### src/rtl/afr_pkg.sv
// Shared types and constants for the addressed frame receiver.
`timescale 1ns / 1ps

package afr_pkg;

    // Framing bytes
    localparam logic [7:0] START_BYTE  = 8'h06;
    localparam logic [7:0] MARKER_BYTE = 8'h85;

    // Result kinds
    localparam logic [1:0] KIND_GOOD = 2'd0;
    localparam logic [1:0] KIND_SIZE = 2'd1;
    localparam logic [1:0] KIND_CSUM = 2'd2;

    // Register indexes on the configuration port
    localparam logic REG_OWN_ADDR   = 1'b0;
    localparam logic REG_FRAME_SIZE = 1'b1;

    // Depth of the result queue and width of its fill count
    localparam int OUT_DEPTH = 4;
    localparam int OUT_CW    = $clog2(OUT_DEPTH) + 1;

    // Depth of the command queue between front and back
    localparam int CMD_DEPTH = 2;

    // Command from the front end to the back end
    typedef struct packed {
        logic [1:0] kind;
        logic [6:0] count;
    } t_cmd;

    // One result item
    typedef struct packed {
        logic [1:0] kind;
        logic [7:0] data;
        logic       last;
        logic       send_ack;
    } t_result;

endpackage

### src/rtl/afr_ram.sv
// Generic single-write, single-read RAM with registered read data.
`timescale 1ns / 1ps

module afr_ram #(
    parameter int WIDTH = 8,
    parameter int DEPTH = 64,
    localparam int AW = (DEPTH > 1) ? $clog2(DEPTH) : 1
) (
    input  logic             i_clk,
    input  logic             i_we,
    input  logic [AW-1:0]    i_waddr,
    input  logic [WIDTH-1:0] i_wdata,
    input  logic             i_re,
    input  logic [AW-1:0]    i_raddr,
    output logic [WIDTH-1:0] o_rdata
);

    logic [WIDTH-1:0] r_mem [DEPTH];
    logic [WIDTH-1:0] r_rdata;

    // Write port
    always_ff @(posedge i_clk) begin
        if (i_we) begin
            r_mem[i_waddr] <= i_wdata;
        end
    end

    // Registered read port
    always_ff @(posedge i_clk) begin
        if (i_re) begin
            r_rdata <= r_mem[i_raddr];
        end
    end

    assign o_rdata = r_rdata;

endmodule

### src/rtl/afr_queue.sv
// Small register-based FIFO with fill count.
`timescale 1ns / 1ps

module afr_queue #(
    parameter int WIDTH = 8,
    parameter int DEPTH = 2,
    localparam int AW = $clog2(DEPTH),
    localparam int CW = $clog2(DEPTH) + 1
) (
    input  logic             i_clk,
    input  logic             i_rst_n,
    input  logic             i_push,
    input  logic [WIDTH-1:0] i_data,
    output logic             o_full,
    input  logic             i_pop,
    output logic [WIDTH-1:0] o_data,
    output logic             o_empty,
    output logic [CW-1:0]    o_count
);

    logic [WIDTH-1:0] r_mem [DEPTH];
    logic [AW-1:0]    r_wp, n_wp;
    logic [AW-1:0]    r_rp, n_rp;
    logic [CW-1:0]    r_cnt, n_cnt;
    logic             do_push;
    logic             do_pop;

    assign o_full  = (r_cnt == CW'(DEPTH));
    assign o_empty = (r_cnt == '0);
    assign o_count = r_cnt;
    assign o_data  = r_mem[r_rp];

    assign do_push = i_push && !o_full;
    assign do_pop  = i_pop && !o_empty;

    // Advance pointers and count
    always_comb begin
        n_wp  = do_push ? r_wp + AW'(1) : r_wp;
        n_rp  = do_pop ? r_rp + AW'(1) : r_rp;
        n_cnt = r_cnt;
        if (do_push && !do_pop) begin
            n_cnt = r_cnt + CW'(1);
        end else if (do_pop && !do_push) begin
            n_cnt = r_cnt - CW'(1);
        end
    end

    always_ff @(posedge i_clk) begin
        if (!i_rst_n) begin
            r_wp  <= '0;
            r_rp  <= '0;
            r_cnt <= '0;
        end else begin
            r_wp  <= n_wp;
            r_rp  <= n_rp;
            r_cnt <= n_cnt;
        end
    end

    // Store pushed entry
    always_ff @(posedge i_clk) begin
        if (do_push) begin
            r_mem[r_wp] <= i_data;
        end
    end

    // Count must track pointer distance
    a_count_ptr: assert property (@(posedge i_clk) disable iff (!i_rst_n)
        (r_wp - r_rp) == AW'(r_cnt))
        else $error("queue count disagrees with pointers");

endmodule

### src/rtl/afr_front.sv
// Front end: frame parser, payload store writer and command issue.
`timescale 1ns / 1ps

module afr_front #(
    parameter int MAX_PAYLOAD = 64,
    localparam int AW = (MAX_PAYLOAD > 1) ? $clog2(MAX_PAYLOAD) : 1
) (
    input  logic          i_clk,
    input  logic          i_rst_n,
    input  logic          i_push,
    input  logic [7:0]    i_rx_byte,
    output logic          o_full,
    input  logic [7:0]    i_own_address,
    input  logic [6:0]    i_frame_size,
    output logic          o_we,
    output logic [AW-1:0] o_waddr,
    output logic [7:0]    o_wdata,
    output logic          o_cmd_push,
    output afr_pkg::t_cmd o_cmd,
    input  logic          i_cmd_full,
    input  logic          i_drain_done
);
    import afr_pkg::*;

    localparam logic [2:0] PH_HUNT  = 3'd0;
    localparam logic [2:0] PH_ADDR  = 3'd1;
    localparam logic [2:0] PH_LEN   = 3'd2;
    localparam logic [2:0] PH_MARK  = 3'd3;
    localparam logic [2:0] PH_DATA  = 3'd4;
    localparam logic [2:0] PH_CHECK = 3'd5;

    localparam logic [6:0] MAX_P = 7'(MAX_PAYLOAD);

    logic [2:0] r_phase, n_phase;
    logic [6:0] r_count, n_count;
    logic [7:0] r_check, n_check;
    logic       r_drain_pend, n_drain_pend;
    logic       accept;
    logic       size_bad;
    logic [6:0] count_inc;

    // Stall on status-issuing phases when the command queue is full,
    // and on payload bytes while the previous good frame still drains
    assign o_full = ((r_phase == PH_MARK || r_phase == PH_CHECK) && i_cmd_full) ||
                    (r_phase == PH_DATA && r_drain_pend);
    assign accept = i_push && !o_full;

    assign size_bad  = (i_frame_size == '0) || (i_frame_size > MAX_P) ||
                       (r_check != {1'b0, i_frame_size});
    assign count_inc = r_count + 7'd1;

    assign o_waddr = r_count[AW-1:0];
    assign o_wdata = i_rx_byte;

    // Parse one byte per accepted request
    always_comb begin
        n_phase      = r_phase;
        n_count      = r_count;
        n_check      = r_check;
        n_drain_pend = r_drain_pend;
        o_we         = 1'b0;
        o_cmd_push   = 1'b0;
        o_cmd        = '0;
        if (i_drain_done) begin
            n_drain_pend = 1'b0;
        end
        if (accept) begin
            unique case (r_phase)
                PH_ADDR: begin
                    if (i_rx_byte == i_own_address) begin
                        n_phase = PH_LEN;
                    end else begin
                        n_phase = PH_HUNT;
                        n_count = '0;
                        n_check = '0;
                    end
                end
                PH_LEN: begin
                    n_check = i_rx_byte;
                    n_phase = PH_MARK;
                end
                PH_MARK: begin
                    if (i_rx_byte != MARKER_BYTE) begin
                        n_phase = PH_HUNT;
                        n_count = '0;
                        n_check = '0;
                    end else if (size_bad) begin
                        o_cmd_push = 1'b1;
                        o_cmd.kind = KIND_SIZE;
                        n_phase    = PH_HUNT;
                        n_count    = '0;
                        n_check    = '0;
                    end else begin
                        n_count = '0;
                        n_phase = PH_DATA;
                    end
                end
                PH_DATA: begin
                    o_we    = (r_count < MAX_P);
                    n_count = count_inc;
                    n_check = r_check ^ i_rx_byte;
                    if (count_inc >= i_frame_size || count_inc >= MAX_P) begin
                        n_phase = PH_CHECK;
                    end
                end
                PH_CHECK: begin
                    o_cmd_push = 1'b1;
                    if (r_check == i_rx_byte) begin
                        o_cmd.kind   = KIND_GOOD;
                        o_cmd.count  = r_count;
                        n_drain_pend = 1'b1;
                    end else begin
                        o_cmd.kind = KIND_CSUM;
                    end
                    n_phase = PH_HUNT;
                    n_count = '0;
                    n_check = '0;
                end
                default: begin
                    n_phase = (i_rx_byte == START_BYTE) ? PH_ADDR : PH_HUNT;
                    n_count = '0;
                    n_check = '0;
                end
            endcase
        end
    end

    always_ff @(posedge i_clk) begin
        if (!i_rst_n) begin
            r_phase      <= PH_HUNT;
            r_count      <= '0;
            r_check      <= '0;
            r_drain_pend <= 1'b0;
        end else begin
            r_phase      <= n_phase;
            r_count      <= n_count;
            r_check      <= n_check;
            r_drain_pend <= n_drain_pend;
        end
    end

    // Never overwrite the store while a good frame waits to be read out
    a_no_write_in_drain: assert property (@(posedge i_clk) disable iff (!i_rst_n)
        o_we |-> !r_drain_pend)
        else $error("payload store written during drain");

    // A good frame command always carries at least one byte and finds room in the command queue
    a_good_nonempty: assert property (@(posedge i_clk) disable iff (!i_rst_n)
        (o_cmd_push && o_cmd.kind == KIND_GOOD) |-> (o_cmd.count != '0 && !i_cmd_full))
        else $error("bad good-frame command");

endmodule

### src/rtl/afr_back.sv
// Back end: turns commands into result items, reading out stored payload.
`timescale 1ns / 1ps

module afr_back #(
    parameter int MAX_PAYLOAD = 64,
    localparam int AW = (MAX_PAYLOAD > 1) ? $clog2(MAX_PAYLOAD) : 1
) (
    input  logic                        i_clk,
    input  logic                        i_rst_n,
    input  afr_pkg::t_cmd               i_cmd,
    input  logic                        i_cmd_empty,
    output logic                        o_cmd_pop,
    output logic                        o_re,
    output logic [AW-1:0]               o_raddr,
    input  logic [7:0]                  i_rdata,
    output logic                        o_res_push,
    output afr_pkg::t_result            o_res,
    input  logic [afr_pkg::OUT_CW-1:0]  i_out_count,
    output logic                        o_drain_done
);
    import afr_pkg::*;

    logic       r_busy, n_busy;
    logic       r_rd_vld;
    logic       r_rd_last;
    logic [6:0] r_idx, n_idx;
    logic [6:0] r_cnt, n_cnt;
    logic       space;
    logic       issue;
    logic       start;
    logic       last_rd;

    // Reserve a queue slot for every read in flight
    assign space   = ((OUT_CW+1)'(i_out_count) + (OUT_CW+1)'(r_rd_vld)) <
                     (OUT_CW+1)'(OUT_DEPTH);
    assign issue   = r_busy && space;
    assign start   = !r_busy && !r_rd_vld && !i_cmd_empty && space;
    assign last_rd = (r_idx + 7'd1) == r_cnt;

    assign o_cmd_pop    = start;
    assign o_re         = issue;
    assign o_raddr      = r_idx[AW-1:0];
    assign o_drain_done = issue && last_rd;

    // Push read data, or a one-shot status result
    always_comb begin
        o_res_push = 1'b0;
        o_res      = '0;
        if (r_rd_vld) begin
            o_res_push     = 1'b1;
            o_res.kind     = KIND_GOOD;
            o_res.data     = i_rdata;
            o_res.last     = r_rd_last;
            o_res.send_ack = r_rd_last;
        end else if (start && i_cmd.kind != KIND_GOOD) begin
            o_res_push = 1'b1;
            o_res.kind = i_cmd.kind;
            o_res.last = 1'b1;
        end
    end

    // Walk the stored payload
    always_comb begin
        n_busy = r_busy;
        n_idx  = r_idx;
        n_cnt  = r_cnt;
        if (start && i_cmd.kind == KIND_GOOD) begin
            n_busy = 1'b1;
            n_idx  = '0;
            n_cnt  = i_cmd.count;
        end else if (issue) begin
            n_idx = r_idx + 7'd1;
            if (last_rd) begin
                n_busy = 1'b0;
            end
        end
    end

    always_ff @(posedge i_clk) begin
        if (!i_rst_n) begin
            r_busy   <= 1'b0;
            r_rd_vld <= 1'b0;
        end else begin
            r_busy   <= n_busy;
            r_rd_vld <= issue;
        end
    end

    always_ff @(posedge i_clk) begin
        r_idx <= n_idx;
        r_cnt <= n_cnt;
        if (issue) begin
            r_rd_last <= last_rd;
        end
    end

    // A result push must always find room in the queue
    a_push_room: assert property (@(posedge i_clk) disable iff (!i_rst_n)
        o_res_push |-> (i_out_count < OUT_CW'(OUT_DEPTH)))
        else $error("result pushed into full queue");

    // Each read issued yields exactly one result next cycle
    a_read_lands: assert property (@(posedge i_clk) disable iff (!i_rst_n)
        issue |=> (o_res_push && o_res.kind == KIND_GOOD))
        else $error("payload read did not produce a result");

endmodule

### src/rtl/addressed_frame_receiver_top.sv
// Top level: configuration registers, front/back halves, payload store, queues.
// Status results pass the command queue and result queue; good-frame payload
// also passes the registered store read. Throughput: one byte per cycle, but
// marker/checksum bytes stall on a full command queue, next-frame payload
// bytes while a good frame drains (one byte per cycle, given result room).
// Reset (synchronous, active low): hunting, queues empty, own_address 0,
// frame_size 1; the payload store is not cleared.
`timescale 1ns / 1ps

module addressed_frame_receiver_top #(
    parameter int MAX_PAYLOAD = 64
) (
    input  logic        i_clk,
    input  logic        i_rst_n,
    // Byte input
    input  logic        push,
    input  logic [7:0]  i_rx_byte,
    output logic        full,
    // Results
    output logic        empty,
    input  logic        pop,
    output logic [1:0]  o_kind,
    output logic [7:0]  o_data,
    output logic        o_last,
    output logic        o_send_ack,
    // Configuration
    input  logic        psel,
    input  logic        penable,
    input  logic        pwrite,
    input  logic [2:0]  paddr,
    input  logic [31:0] pwdata,
    output logic [31:0] prdata,
    output logic        pready
);
    import afr_pkg::*;

    localparam int AW = (MAX_PAYLOAD > 1) ? $clog2(MAX_PAYLOAD) : 1;
    localparam int CQ_CW = $clog2(CMD_DEPTH) + 1;

    logic [7:0]  r_own_address;
    logic [6:0]  r_frame_size;
    logic        cfg_wr;

    logic          ram_we;
    logic [AW-1:0] ram_waddr;
    logic [7:0]    ram_wdata;
    logic          ram_re;
    logic [AW-1:0] ram_raddr;
    logic [7:0]    ram_rdata;

    logic        cmd_push;
    t_cmd        cmd_in;
    t_cmd        cmd_out;
    logic        cmd_full;
    logic        cmd_empty;
    logic        cmd_pop;
    logic [CQ_CW-1:0] cmd_count;
    logic        drain_done;

    logic        res_push;
    t_result     res_in;
    t_result     res_out;
    logic        res_full;
    logic [OUT_CW-1:0] res_count;

    // Configuration writes
    assign pready = 1'b1;
    assign cfg_wr = psel && penable && pwrite && pready;

    always_ff @(posedge i_clk) begin
        if (!i_rst_n) begin
            r_own_address <= 8'd0;
            r_frame_size  <= 7'd1;
        end else if (cfg_wr) begin
            case (paddr[2])
                REG_OWN_ADDR:   r_own_address <= pwdata[7:0];
                REG_FRAME_SIZE: r_frame_size  <= pwdata[6:0];
                default: ;
            endcase
        end
    end

    // Register readback
    always_comb begin
        case (paddr[2])
            REG_FRAME_SIZE: prdata = {25'd0, r_frame_size};
            default:        prdata = {24'd0, r_own_address};
        endcase
    end

    afr_front #(
        .MAX_PAYLOAD (MAX_PAYLOAD)
    ) u_front (
        .i_clk         (i_clk),
        .i_rst_n       (i_rst_n),
        .i_push        (push),
        .i_rx_byte     (i_rx_byte),
        .o_full        (full),
        .i_own_address (r_own_address),
        .i_frame_size  (r_frame_size),
        .o_we          (ram_we),
        .o_waddr       (ram_waddr),
        .o_wdata       (ram_wdata),
        .o_cmd_push    (cmd_push),
        .o_cmd         (cmd_in),
        .i_cmd_full    (cmd_full),
        .i_drain_done  (drain_done)
    );

    afr_ram #(
        .WIDTH (8),
        .DEPTH (MAX_PAYLOAD)
    ) u_payload_ram (
        .i_clk   (i_clk),
        .i_we    (ram_we),
        .i_waddr (ram_waddr),
        .i_wdata (ram_wdata),
        .i_re    (ram_re),
        .i_raddr (ram_raddr),
        .o_rdata (ram_rdata)
    );

    afr_queue #(
        .WIDTH ($bits(t_cmd)),
        .DEPTH (CMD_DEPTH)
    ) u_cmd_queue (
        .i_clk   (i_clk),
        .i_rst_n (i_rst_n),
        .i_push  (cmd_push),
        .i_data  (cmd_in),
        .o_full  (cmd_full),
        .i_pop   (cmd_pop),
        .o_data  (cmd_out),
        .o_empty (cmd_empty),
        .o_count (cmd_count)
    );

    afr_back #(
        .MAX_PAYLOAD (MAX_PAYLOAD)
    ) u_back (
        .i_clk        (i_clk),
        .i_rst_n      (i_rst_n),
        .i_cmd        (cmd_out),
        .i_cmd_empty  (cmd_empty),
        .o_cmd_pop    (cmd_pop),
        .o_re         (ram_re),
        .o_raddr      (ram_raddr),
        .i_rdata      (ram_rdata),
        .o_res_push   (res_push),
        .o_res        (res_in),
        .i_out_count  (res_count),
        .o_drain_done (drain_done)
    );

    afr_queue #(
        .WIDTH ($bits(t_result)),
        .DEPTH (OUT_DEPTH)
    ) u_res_queue (
        .i_clk   (i_clk),
        .i_rst_n (i_rst_n),
        .i_push  (res_push),
        .i_data  (res_in),
        .o_full  (res_full),
        .i_pop   (pop),
        .o_data  (res_out),
        .o_empty (empty),
        .o_count (res_count)
    );

    assign o_kind     = res_out.kind;
    assign o_data     = res_out.data;
    assign o_last     = res_out.last;
    assign o_send_ack = res_out.send_ack;

    // Command queue count never exceeds its depth
    a_cmd_bound: assert property (@(posedge i_clk) disable iff (!i_rst_n)
        cmd_count <= CQ_CW'(CMD_DEPTH))
        else $error("command queue overrun");

    // Back end never pushes into a full result queue
    a_res_no_overrun: assert property (@(posedge i_clk) disable iff (!i_rst_n)
        res_push |-> !res_full)
        else $error("result queue overrun");

endmodule
### config.mk
export PLATFORM = sky130hd
export DESIGN_NAME = addressed_frame_receiver_top
export DESIGN_NICKNAME = d
export VERILOG_FILES = /design/src/rtl/afr_pkg.sv /design/src/rtl/afr_ram.sv /design/src/rtl/afr_queue.sv /design/src/rtl/afr_front.sv /design/src/rtl/afr_back.sv /design/src/rtl/addressed_frame_receiver_top.sv
export SDC_FILE = /design/constraint.sdc
export NUM_CORES = 1
export LEC_CHECK = 0
export BUFFER_PORTS_ARGS = -buffer_cell sky130_fd_sc_hd__buf_2
export CORE_ASPECT_RATIO = 1.2
export CORE_UTILIZATION = 55
export CTS_CLUSTER_SIZE = 10
export DETAILED_ROUTE_END_ITERATION = 8
export PLACE_DENSITY_LB_ADDON = 0.15
export SETUP_SLACK_MARGIN = 0.05
export SLEW_MARGIN = 20
export SYNTH_ARGS = -nofsm -noshare
export SYNTH_HDL_FRONTEND = slang
export SYNTH_SLANG_ARGS = --single-unit
export TNS_END_PERCENT = 10
### constraint.sdc
create_clock -name i_clk -period 2.3 [get_ports i_clk]
set_input_delay 0.23 -clock i_clk [delete_from_list [all_inputs] [get_ports i_clk]]
set_output_delay 0.23 -clock i_clk [all_outputs]
set_load 0.1 [all_outputs]
==> run metrics <==
Yosys Warn Count=0; max_cap viols=0; most common cell after layout, fill and taps aside=edfxtp_1; Clock Power Share=33.2%; commonest cells after routing, fill and taps aside=594 x edfxtp_1, 211 x buf_4, 132 x mux4_2; initial core utilization=between 50% and 60%; largest net degree at the start of global routing=68; Post-synth EDFFs=594; htree depth=3; die height=242 um; DP Worst Slack=-288 ps; number of global-route vias before repair=15.1k; final setup fails=0; LEAKAGE=0.0104 uW; WS Path Type=reg2reg; DR DRC count=0; Most common cell on crit path=mux4_2; Ports=97; CP top delay family=multiplexers; final hold viol count=0; crit path cell chain=buf_12, mux4_2, mux4_2, nor2_4, a211oi_1; first-pass iteration count of the detailed router=5; crit-path max FO=20; die area=a little under 50000 sq um; Cell Area, Synth=26500 sq um; Post-synth ARST share=0%; dpl hpwl=a little over 40000 um; Fill cells=3197; CP Capture Type=flop; Cell Rows=87; IO Port Bufs=45; wire per inst=25.3 um; Psw=8830 uW; Crit-path slowest cell=mux4_2; Core ar.=47200 sq um; Rel. slew slack=48.1%; CTS sink count=651; Final ANT Viol Nets=0; Most used DFF post-synth=edfxtp_1; via count=14.6k; Comb power frac=roughly a quarter; Tightest Pin Transition=779 ps; WP buf/inv=1; gr usage total=25.8%; global-route wire length before repair=92400 um; pwr/cell area=around 1000 nW/um^2; initial antenna violation count=1; Die Wd=202 um; Root Buffer=clkbuf_16; gr ovfl total=0; CP startpoint kind=flop; Clk pin slew, worst setup/hold paths=60 ps; final net count=1849; Sw Ratio=approximately 28%; Inserted Clock Buffers=75; diode count=0; Min-Delay Path Class=in2reg; post-route clock period utilization=99.4%; fmax=437 MHz; post-synthesis register bit count=651; Clock Skews=21.0 ps; CTS tree=done; RSZ-0062 raised after global routing=yes; worst vdd ir=roughly 0.74 mV; synthesized area per cell=between 15 and 20 sq um; gpl congestion=0.899; post-synthesis sequential area ratio=71.7%; drt via density=6.00; Final WS setup=13.7 ps; final wirelength=61700 um; Layout Utilization=66.8%; Yosys cell types=67; Mapped Cells=about 1.5k; area grow syn2layout=19.2%; largest stage delay on the critical path=between 500 and 600 ps; Max Slew Vio Count=0; CP required=2630 ps; sequential share of power=42.9%; total internal power=22900 uW; Crit path arrival time=2610 ps; First DRT Iteration DRCs=1292; Clock Path Buffers=3; outcome=finished clean; layout cell share with drive strength beyond 1=roughly a third; minimum clock period=2290 ps; clk_lat worst skew=between 600 and 700 ps
-- per-layer routing --
layer  global-route usage (%)  wire length, um  up-vias
li1                         -                -     6463
met1                     34.8            24600     7510
met2                     43.2            31300      549
met3                     3.50             3850      116
met4                     9.62             1970        0
met5                        0                0        -
-- power groups by stage --
| stage | Sequential (uW) | Clock (uW) | Combinational, uW |
|---|---|---|---|
| after CTS | 13600 | 10700 | 7500 |
| after floorplan | 13600 | 0 | 5210 |
| after global placement | 13800 | 0 | 7240 |
| after detailed placement | 13800 | 0 | 7300 |
| after global routing | 13600 | 11100 | 8010 |
| final | 13600 | 10500 | 7550 |
-- registers in the layout, indices dropped and copies added (netlist names), 2 cells and up, named ones only --
register / count
r_frame_size: 7
r_own_address: 8
u_back.r_cnt: 7
u_back.r_idx: 7
u_cmd_queue.o_count: 2
u_cmd_queue.r_mem: 18
u_front.r_check: 8
u_front.r_count: 7
u_front.r_phase: 3
u_payload_ram.o_rdata: 8
u_payload_ram.r_mem: 512
u_res_queue.o_count: 3
u_res_queue.r_mem: 48
u_res_queue.r_rp: 2
u_res_queue.r_wp: 2
-- final cells by class --
type	count	area, sq um	share of cell area, %
Tap cell	623	779	2.47
Timing Repair Buffer	285	2340	7.43
Sequential cell	651	19000	60.2
Multi-Input combinational cell	752	7250	23.0
Clock buffer	105	2010	6.37
Clock inverter	7	101	0.321
Inverter	18	67.6	0.214
-- Yosys cell counts, drive strengths merged, types with 21 or more instances --
master / instances / area [sq um]
edfxtp: 594 / 17800
mux4: 132 / 2970
nor2: 111 / 417
buf: 67 / 460
nand2: 67 / 251
dfxtp: 57 / 1140
mux2i: 33 / 330
o21ai: 33 / 173
o22ai: 32 / 200
clkbuf: 30 / 113
xnor2: 30 / 263
a21oi: 26 / 134
and2: 26 / 163
nand3: 21 / 105
-- metrics by stage --
step	hold slack [ps]	instance area [sq um]	TNS (ps)	instances	total power, uW
floorplan	329	26600	-607	1518	18800
global placement	465	28900	-1290	2314	21000
detailed placement	462	28900	-2150	2314	21100
CTS	0.227	31200	-111	2437	31800
global route	66.8	31600	-134	2441	32700
finish	26.8	31600	0	2441	31700
-- what timing repair did --
item                                    4_1_cts  5_1_grt
gates cloned                                  1        0
endpoints found under the setup margin      101      463
buffers inserted                              1        4
endpoints found under the hold margin        15        0
pin swaps                                    17       20
hold buffers                                  9        0
gates resized for setup                      35       67
-- cell families (layout without fill, tap and decap cells) --
logic type	count (synthesis)	count (layout)	synth area share, %
other cells	2	25	0.0284
simple gates	322	322	6.08
xor+xnor	50	50	1.65
fa+ha+maj	16	16	0.785
flops	651	651	71.7
mux	182	182	13.2
compound gates	157	157	4.11
buf+inv	115	415	2.42
-- path summary, 6_finish.rpt --
check | slack (ps) | start | to | depth (start not counted)
max | 10 | u_back.r_idx[0] | u_payload_ram.o_rdata[5] | 5
min | 30 | pop | u_res_queue.r_rp[0] | 4
max reg2reg | 10 | u_back.r_idx[0] | u_payload_ram.o_rdata[5] | 5
min reg2reg | 490 | r_own_address[5] | r_own_address[5] | 2
-- tightest hold or removal path, stage by stage --
cell and delay, ps:
buf_2 120, nand2b_4 80, xor2_1 70, nor2_1 80
(Power assumes the default switching activity.)
